File: config.mk
export PLATFORM = sky130hd
export DESIGN_NAME = kruskal_minimum_spanning_tree
export DESIGN_NICKNAME = d
export VERILOG_FILES = /design/src/hdl/krk_pkg.sv /design/src/hdl/krk_sort_cell.sv /design/src/hdl/krk_vertex_cell.sv /design/src/hdl/kruskal_minimum_spanning_tree.sv
export SDC_FILE = /design/constraint.sdc
export NUM_CORES = 2
export LEC_CHECK = 0
export ABC_CLOCK_PERIOD_IN_PS = 5710
export BUFFER_PORTS_ARGS = -buffer_cell sky130_fd_sc_hd__buf_2
export CORE_MARGIN = 1
export CORE_UTILIZATION = 55
export CTS_BUF_LIST = sky130_fd_sc_hd__clkbuf_2
export CTS_CLUSTER_SIZE = 20
export DETAILED_ROUTE_END_ITERATION = 6
export PLACE_DENSITY = 0.71
export SLEW_MARGIN = 20
export SYNTH_ARGS = -nofsm -noshare
export SYNTH_HDL_FRONTEND = slang
export SYNTH_HIERARCHICAL = 1
export SYNTH_SLANG_ARGS = --single-unit
File: constraint.sdc
create_clock -name clock -period 5.71 [get_ports clock]
set_input_delay 0.2855 -clock clock [delete_from_list [all_inputs] [get_ports clock]]
set_output_delay 0.2855 -clock clock [all_outputs]
set_load 0.005 [all_outputs]
File: src/hdl/krk_pkg.sv
// Shared constants and control types for the Kruskal spanning-forest block.
package krk_pkg;

   localparam int DEF_MAX_VERTICES = 16;
   localparam int DEF_MAX_EDGES    = 32;
   localparam int WEIGHT_W         = 16;

   typedef struct packed {
      logic ins;
      logic pop;
      logic clr;
   } sort_ctl_type;

   typedef struct packed {
      logic init;
      logic merge;
   } vtx_ctl_type;

endpackage

File: src/hdl/krk_sort_cell.sv
// One cell of the sorted edge chain: holds one edge and hands it to a neighbor.
module krk_sort_cell
   import krk_pkg::*;
#(
   parameter int VW = 4
) (
   input  logic                clock,
   input  logic                reset,
   input  sort_ctl_type        ctl,
   input  logic [VW-1:0]       new_from,
   input  logic [VW-1:0]       new_to,
   input  logic [WEIGHT_W-1:0] new_weight,
   input  logic [VW-1:0]       prev_from,
   input  logic [VW-1:0]       prev_to,
   input  logic [WEIGHT_W-1:0] prev_weight,
   input  logic                prev_take,
   input  logic                prev_valid,
   input  logic [VW-1:0]       next_from,
   input  logic [VW-1:0]       next_to,
   input  logic [WEIGHT_W-1:0] next_weight,
   input  logic                next_valid,
   output logic [VW-1:0]       cell_from,
   output logic [VW-1:0]       cell_to,
   output logic [WEIGHT_W-1:0] cell_weight,
   output logic                cell_valid,
   output logic                take
);

   logic [VW-1:0]       from_ff, to_ff;
   logic [WEIGHT_W-1:0] weight_ff;
   logic                valid_ff;

   // A new item lands in front of the first stored item that is strictly
   // heavier, so items of equal weight keep their load order. An empty cell
   // takes only when it is the first empty one, right behind the stored items.
   assign take = ctl.ins && (valid_ff ? ($signed(weight_ff) > $signed(new_weight))
                                      : prev_valid);

   always_ff @(posedge clock) begin
      if (reset) begin
         valid_ff <= 1'b0;
      end else if (ctl.clr) begin
         valid_ff <= 1'b0;
      end else if (ctl.pop) begin
         valid_ff <= next_valid;
      end else if (take) begin
         valid_ff <= 1'b1;
      end
      if (ctl.pop) begin
         from_ff   <= next_from;
         to_ff     <= next_to;
         weight_ff <= next_weight;
      end else if (take) begin
         if (prev_take) begin
            from_ff   <= prev_from;
            to_ff     <= prev_to;
            weight_ff <= prev_weight;
         end else begin
            from_ff   <= new_from;
            to_ff     <= new_to;
            weight_ff <= new_weight;
         end
      end
   end

   assign cell_from   = from_ff;
   assign cell_to     = to_ff;
   assign cell_weight = weight_ff;
   assign cell_valid  = valid_ff;

endmodule

File: src/hdl/krk_vertex_cell.sv
// One vertex cell: holds the component label of its vertex.
module krk_vertex_cell
   import krk_pkg::*;
#(
   parameter int VW  = 4,
   parameter int IDX = 0
) (
   input  logic          clock,
   input  logic          reset,
   input  vtx_ctl_type   ctl,
   input  logic [VW-1:0] probe_a,
   input  logic [VW-1:0] probe_b,
   input  logic [VW-1:0] join_a,
   input  logic [VW-1:0] join_b,
   output logic [VW-1:0] label_a,
   output logic [VW-1:0] label_b
);

   localparam logic [VW-1:0] OwnIdx = VW'(IDX);

   logic [VW-1:0] label_ff;

   always_ff @(posedge clock) begin
      if (reset || ctl.init) begin
         label_ff <= OwnIdx;
      end else if (ctl.merge && (label_ff == join_b)) begin
         label_ff <= join_a;
      end
   end

   // Only the addressed cell drives a nonzero value into the OR trees.
   assign label_a = (probe_a == OwnIdx) ? label_ff : '0;
   assign label_b = (probe_b == OwnIdx) ? label_ff : '0;

endmodule

File: src/hdl/kruskal_minimum_spanning_tree.sv
// Top level of the Kruskal spanning-forest block: edge chain, vertex cells, scan control.
// Edges are taken one item per cycle while loading (not during a scan) and sorted
// on arrival by a chain of cells (MAX_EDGES cells, stable for equal weights); a full
// chain drops further edges, as do edges with an endpoint at or above vertex_count.
// The item marked tlast starts the scan: each stored edge goes through a head pop
// with label lookup, then a compare and merge across the vertex cells, until the
// chain is empty or MAX_VERTICES-1 tree edges are found; a flush step closes the run.
// Merge and flush may wait on an output stall. Results come out in weight order; a run
// without any tree edge gives one item with tuser set.
module kruskal_minimum_spanning_tree
   import krk_pkg::*;
#(
   parameter int MAX_VERTICES = DEF_MAX_VERTICES,
   parameter int MAX_EDGES    = DEF_MAX_EDGES,
   localparam int VW  = $clog2(MAX_VERTICES),
   localparam int CW  = $clog2(MAX_VERTICES + 1),
   localparam int IW  = ((2 * VW + WEIGHT_W + 7) / 8) * 8,
   localparam int OW  = ((3 * VW + WEIGHT_W + 7) / 8) * 8
) (
   input  logic          clock,
   input  logic          reset,
   input  logic          req_tvalid,
   output logic          req_tready,
   input  logic [IW-1:0] req_tdata,  // edge_from, edge_to, edge_weight, zero fill
   input  logic          req_tlast,
   output logic          rsp_tvalid,
   input  logic          rsp_tready,
   output logic [OW-1:0] rsp_tdata,  // tree_from, tree_to, tree_weight, tree_index, zero fill
   output logic          rsp_tuser,  // empty_tree
   output logic          rsp_tlast,
   input  logic          csr_valid,
   output logic          csr_ready,
   input  logic [CW-1:0] csr_data
);

   localparam logic [CW-1:0] MaxV       = CW'(MAX_VERTICES);
   localparam logic [VW-1:0] MaxResults = VW'(MAX_VERTICES - 1);

   typedef enum logic [1:0] {S_LOAD, S_LOOK, S_JOIN, S_FLUSH} state_type;

   state_type state_ff;
   logic [CW-1:0] vcount_ff;

   logic [VW-1:0]       e_from_ff, e_to_ff, la_ff, lb_ff;
   logic [WEIGHT_W-1:0] e_weight_ff;
   logic                e_ok_ff;
   logic [VW-1:0]       p_from_ff, p_to_ff, p_idx_ff;
   logic [WEIGHT_W-1:0] p_weight_ff;
   logic                p_valid_ff;
   logic [VW-1:0]       cnt_ff;

   logic                out_valid_ff, out_empty_ff, out_last_ff;
   logic [VW-1:0]       out_from_ff, out_to_ff, out_idx_ff;
   logic [WEIGHT_W-1:0] out_weight_ff;

   logic [VW-1:0]       in_from, in_to;
   logic [WEIGHT_W-1:0] in_weight;
   logic [CW-1:0]       nv;
   logic                req_acc, out_free, in_ok;
   sort_ctl_type        sctl;
   vtx_ctl_type         vctl;

   logic [VW-1:0]       c_from   [MAX_EDGES];
   logic [VW-1:0]       c_to     [MAX_EDGES];
   logic [WEIGHT_W-1:0] c_weight [MAX_EDGES];
   logic                c_valid  [MAX_EDGES];
   logic                c_take   [MAX_EDGES];
   logic [VW-1:0]       v_la     [MAX_VERTICES];
   logic [VW-1:0]       v_lb     [MAX_VERTICES];
   logic [VW-1:0]       la, lb;
   logic                head_ok;

   assign in_from   = req_tdata[VW-1:0];
   assign in_to     = req_tdata[2*VW-1:VW];
   assign in_weight = req_tdata[2*VW+WEIGHT_W-1:2*VW];

   assign nv       = (vcount_ff > MaxV) ? MaxV : vcount_ff;
   assign csr_ready = 1'b1;
   assign req_tready = (state_ff == S_LOAD);
   assign req_acc    = req_tvalid && req_tready;
   assign out_free   = !out_valid_ff || rsp_tready;
   assign in_ok      = (CW'(in_from) < nv) && (CW'(in_to) < nv);

   assign head_ok = (CW'(c_from[0]) < nv) && (CW'(c_to[0]) < nv);

   always_comb begin
      sctl.ins = req_acc && in_ok && !c_valid[MAX_EDGES-1];
      sctl.pop = (state_ff == S_LOOK) && c_valid[0] && (cnt_ff != MaxResults);
      sctl.clr = (state_ff == S_FLUSH) && out_free;
      vctl.init = req_acc && req_tlast;
      vctl.merge = (state_ff == S_JOIN) && e_ok_ff && (la_ff != lb_ff)
                   && (!p_valid_ff || out_free);
   end

   for (genvar i = 0; i < MAX_EDGES; i++) begin : g_chain
      logic [VW-1:0]       pf, pt, nf, nt;
      logic [WEIGHT_W-1:0] pw, nw;
      logic                ptk, pv, nvld;
      if (i == 0) begin : g_head
         assign pf = '0;
         assign pt = '0;
         assign pw = '0;
         assign ptk = 1'b0;
         assign pv = 1'b1;
      end else begin : g_body
         assign pf = c_from[i-1];
         assign pt = c_to[i-1];
         assign pw = c_weight[i-1];
         assign ptk = c_take[i-1];
         assign pv = c_valid[i-1];
      end
      if (i == MAX_EDGES - 1) begin : g_tail
         assign nf = '0;
         assign nt = '0;
         assign nw = '0;
         assign nvld = 1'b0;
      end else begin : g_mid
         assign nf = c_from[i+1];
         assign nt = c_to[i+1];
         assign nw = c_weight[i+1];
         assign nvld = c_valid[i+1];
      end
      krk_sort_cell #(.VW(VW)) u_cell (
         .clock(clock), .reset(reset), .ctl(sctl),
         .new_from(in_from), .new_to(in_to), .new_weight(in_weight),
         .prev_from(pf), .prev_to(pt), .prev_weight(pw), .prev_take(ptk),
         .prev_valid(pv),
         .next_from(nf), .next_to(nt), .next_weight(nw), .next_valid(nvld),
         .cell_from(c_from[i]), .cell_to(c_to[i]), .cell_weight(c_weight[i]),
         .cell_valid(c_valid[i]), .take(c_take[i])
      );
   end

   for (genvar v = 0; v < MAX_VERTICES; v++) begin : g_vtx
      krk_vertex_cell #(.VW(VW), .IDX(v)) u_vtx (
         .clock(clock), .reset(reset), .ctl(vctl),
         .probe_a(c_from[0]), .probe_b(c_to[0]),
         .join_a(la_ff), .join_b(lb_ff),
         .label_a(v_la[v]), .label_b(v_lb[v])
      );
   end

   always_comb begin
      la = '0;
      lb = '0;
      for (int v = 0; v < MAX_VERTICES; v++) begin
         la = la | v_la[v];
         lb = lb | v_lb[v];
      end
   end

   always_ff @(posedge clock) begin
      if (reset) begin
         state_ff     <= S_LOAD;
         vcount_ff    <= MaxV;
         p_valid_ff   <= 1'b0;
         out_valid_ff <= 1'b0;
         cnt_ff       <= '0;
         e_ok_ff      <= 1'b0;
      end else begin
         if (csr_valid) begin
            vcount_ff <= csr_data;
         end
         if (out_valid_ff && rsp_tready) begin
            out_valid_ff <= 1'b0;
         end
         case (state_ff)
            S_LOAD: begin
               if (req_acc && req_tlast) begin
                  cnt_ff     <= '0;
                  p_valid_ff <= 1'b0;
                  state_ff   <= S_LOOK;
               end
            end
            S_LOOK: begin
               if (sctl.pop) begin
                  e_from_ff   <= c_from[0];
                  e_to_ff     <= c_to[0];
                  e_weight_ff <= c_weight[0];
                  e_ok_ff     <= head_ok;
                  la_ff       <= la;
                  lb_ff       <= lb;
                  state_ff    <= S_JOIN;
               end else begin
                  state_ff <= S_FLUSH;
               end
            end
            S_JOIN: begin
               if (!(e_ok_ff && (la_ff != lb_ff))) begin
                  state_ff <= S_LOOK;
               end else if (vctl.merge) begin
                  // The previous tree edge is sent now that a later one exists.
                  if (p_valid_ff) begin
                     out_valid_ff  <= 1'b1;
                     out_from_ff   <= p_from_ff;
                     out_to_ff     <= p_to_ff;
                     out_weight_ff <= p_weight_ff;
                     out_idx_ff    <= p_idx_ff;
                     out_empty_ff  <= 1'b0;
                     out_last_ff   <= 1'b0;
                  end
                  p_valid_ff  <= 1'b1;
                  p_from_ff   <= e_from_ff;
                  p_to_ff     <= e_to_ff;
                  p_weight_ff <= e_weight_ff;
                  p_idx_ff    <= cnt_ff;
                  cnt_ff      <= cnt_ff + 1'b1;
                  state_ff    <= S_LOOK;
               end
            end
            S_FLUSH: begin
               if (out_free) begin
                  out_valid_ff  <= 1'b1;
                  out_last_ff   <= 1'b1;
                  out_empty_ff  <= !p_valid_ff;
                  out_from_ff   <= p_valid_ff ? p_from_ff : '0;
                  out_to_ff     <= p_valid_ff ? p_to_ff : '0;
                  out_weight_ff <= p_valid_ff ? p_weight_ff : '0;
                  out_idx_ff    <= p_valid_ff ? p_idx_ff : '0;
                  p_valid_ff    <= 1'b0;
                  state_ff      <= S_LOAD;
               end
            end
            default: state_ff <= S_LOAD;
         endcase
      end
   end

   assign rsp_tvalid = out_valid_ff;
   assign rsp_tuser  = out_empty_ff;
   assign rsp_tlast  = out_last_ff;
   assign rsp_tdata  = OW'({out_idx_ff, out_weight_ff, out_to_ff, out_from_ff});

endmodule

==> results.ini <==
[global_routing]
grt_pass1_vias = 50980
track_usage_pct = 29.56
antenna_found_initial = 3
grt_max_degree = 175
grt_pass1_wl_um = 276400
grt_overflow = 0

[clocking]
cts_setup_buffers = 0
htreeDepth = 5
cts_tree = done
clk_pin_slew_ns = 0.10
clk_path_buf_depth = 4
clock_sinks = 968
cts_buffers = 284
cts_root_buffer = clkbuf_2
clk_latency_ns = 1.63

[timing]
clock.fmax_mhz = 186.0
tightestPinTransition_ns = 1.150
period_minus_slack_ns = 5.376
clock_skew_ns = 0.1525
finalMaxSlewViolations = 0
hold_viol_final = 0
tns_ns = 0
fin_crit_sh_pct = 94.15
relSlewSlack_pct = 23.36
final-setup-viol-count = 0
rsz0062_at_grt = no
fin_ws_ns = 0.3342
whs_ns = 0.1546

[critical_path]
cp-start-kind = register
crit_path_max_fanout = 52
critPathKind = reg2reg
critical_path_arrival_ns = 6.66
required_ns = 6.99
critPathCaptureType = register

[synth]
syn_inst = 6441
synth_area_sq_mm = 0.06401
yosys_warnings = 6
syn_area_per_cell_sq_um = 9.938

[drt]
totalWireLength_um = 176600
final_antenna_net_count = 0
drt_pass1_iterations = 7
wl_per_cell_um = 20.76
vias = 51390
drt_iter0_drc = 4717
drc_errors = 0
vias_per_cell = 6.040

[place]
port_buffers = 66
placedInstanceArea_sq_mm = 0.06652
gp_congestion = 0.8630
dp_slack_ns = 1.496
dp_hpwl_um = 119000

[cells_and_area]
nets = 7359
syn_to_final_growth_pct = 9.136
final_util_pct = 60.85
drive_gt1_share_pct = 13.11
fillers = 9849
final_cell_area_sq_mm = 0.06986

[pwr]
peakVddDrop_v = 0.0001663
power.leakage_nw = 25.70
p_per_area_mw_per_mm2 = 212.8

[die]
core_sq_mm = 0.1148
dieArea_sq_mm = 0.1178
row_count = 124
initial_core_util_pct = 55.76
io_pins = 72
die_w_um = 343.2
die_h_um = 343.2

[flow_run]
cap_violations = 0

[run_status]
outcome = finished clean

[min_path]
hold_class = in2reg

==> layout by cell type (no fill, tap or decap), types with 104 or more instances in the layout <==
cell	n
o21ai_1	192
mux2i_1	780
o21ai_0	659
ha_1	525
inv_1	534
nor2_1	163
a21oi_1	245
nand3_1	128
clkbuf_2	418
edfxtp_1	858
and2_1	124
buf_4	104
dfxtp_1	110
nand2_1	955
==> routing by layer <==
layer / track usage, % / up-vias / part of all wire, %
li1: - / 24190 / -
met3: 5.048 / 376 / 7.2
met2: 47.64 / 1888 / 47
met5: 0 / - / 0.0079
met4: 11.34 / 2 / 3.1
met1: 39.76 / 24930 / 43
==> path summary, 6_finish.rpt <==
check                       startpoint                                          end  slack, ns  cells after the start
min                      req_tdata[11]  g_chain[16].u_cell/cell_weight[3]$_DFFE_PP_       0.15                      4
max reg2reg  vcount_ff[4]$_SDFFE_PP1P_      g_chain[27].u_cell/cell_to[3]$_DFFE_PP_       0.33                     16
max          vcount_ff[4]$_SDFFE_PP1P_      g_chain[27].u_cell/cell_to[3]$_DFFE_PP_       0.33                     16
min reg2reg  e_weight_ff[14]$_DFFE_PP_                    p_weight_ff[14]$_DFFE_PP_       0.40                      0
==> per-stage QoR <==
step | instances | power (mW)
floorplan | 6496 | 9.204
global placement | 7930 | 9.749
detailed placement | 7930 | 9.830
CTS | 8494 | 14.96
global route | 8502 | 15.50
finish | 8508 | 14.87
==> power by group <==
group | total [mW] | internal (mW) | switching (mW)
clock network | 5.07 | 2.01 | 3.06
registers | 8.03 | 7.89 | 0.146
logic | 1.76 | 0.644 | 1.11
==> critical path: stages (launching register included) <==
cell and delay (ns):
dfxtp_1 0.34, inv_1 0.12, nand2_1 0.13, ha_1 0.31
a211o_1 0.29, dlygate4sd3_1 0.57, o31ai_1 0.21, dlygate4sd3_1 0.57
and4b_4 0.39, buf_12 0.30, nand2_1 0.09, a21oi_1 0.17
or4b_4 0.50, o211ai_2 0.35, buf_4 0.39, mux2i_1 0.22
o21ai_0 0.09
==> flip-flops by register name, indices dropped and copies added, names as in the netlist, 5 cells and up <==
register and count:
g_vtx.u_vtx/label_ff 64, g_chain.u_cell/cell_to 128, vcount_ff 5, e_weight_ff 16, g_chain.u_cell/cell_valid 32, p_weight_ff 16
g_chain.u_cell/cell_from 128, g_chain.u_cell/cell_weight 512, out_weight_ff 16
==> area by class of cell <==
class | instances | area, sq um | area share, %
multi-input cells | 4726 | 33140 | 47.43
clock buffers | 418 | 2092 | 2.995
flip-flops and latches | 968 | 27970 | 40.03
repair buffers | 284 | 2477 | 3.546
clock inverters | 51 | 246.5 | 0.3528
inverters | 535 | 2016 | 2.885
diodes | 14 | 35.03 | 0.05015
well taps | 1512 | 1892 | 2.708
==> what timing repair did <==
item,in CTS,in global routing
resized for setup,0,0
hold buffers,95,0
hold endpoints to repair,944,0
Note: power is estimated with default switching activity, not from simulation.
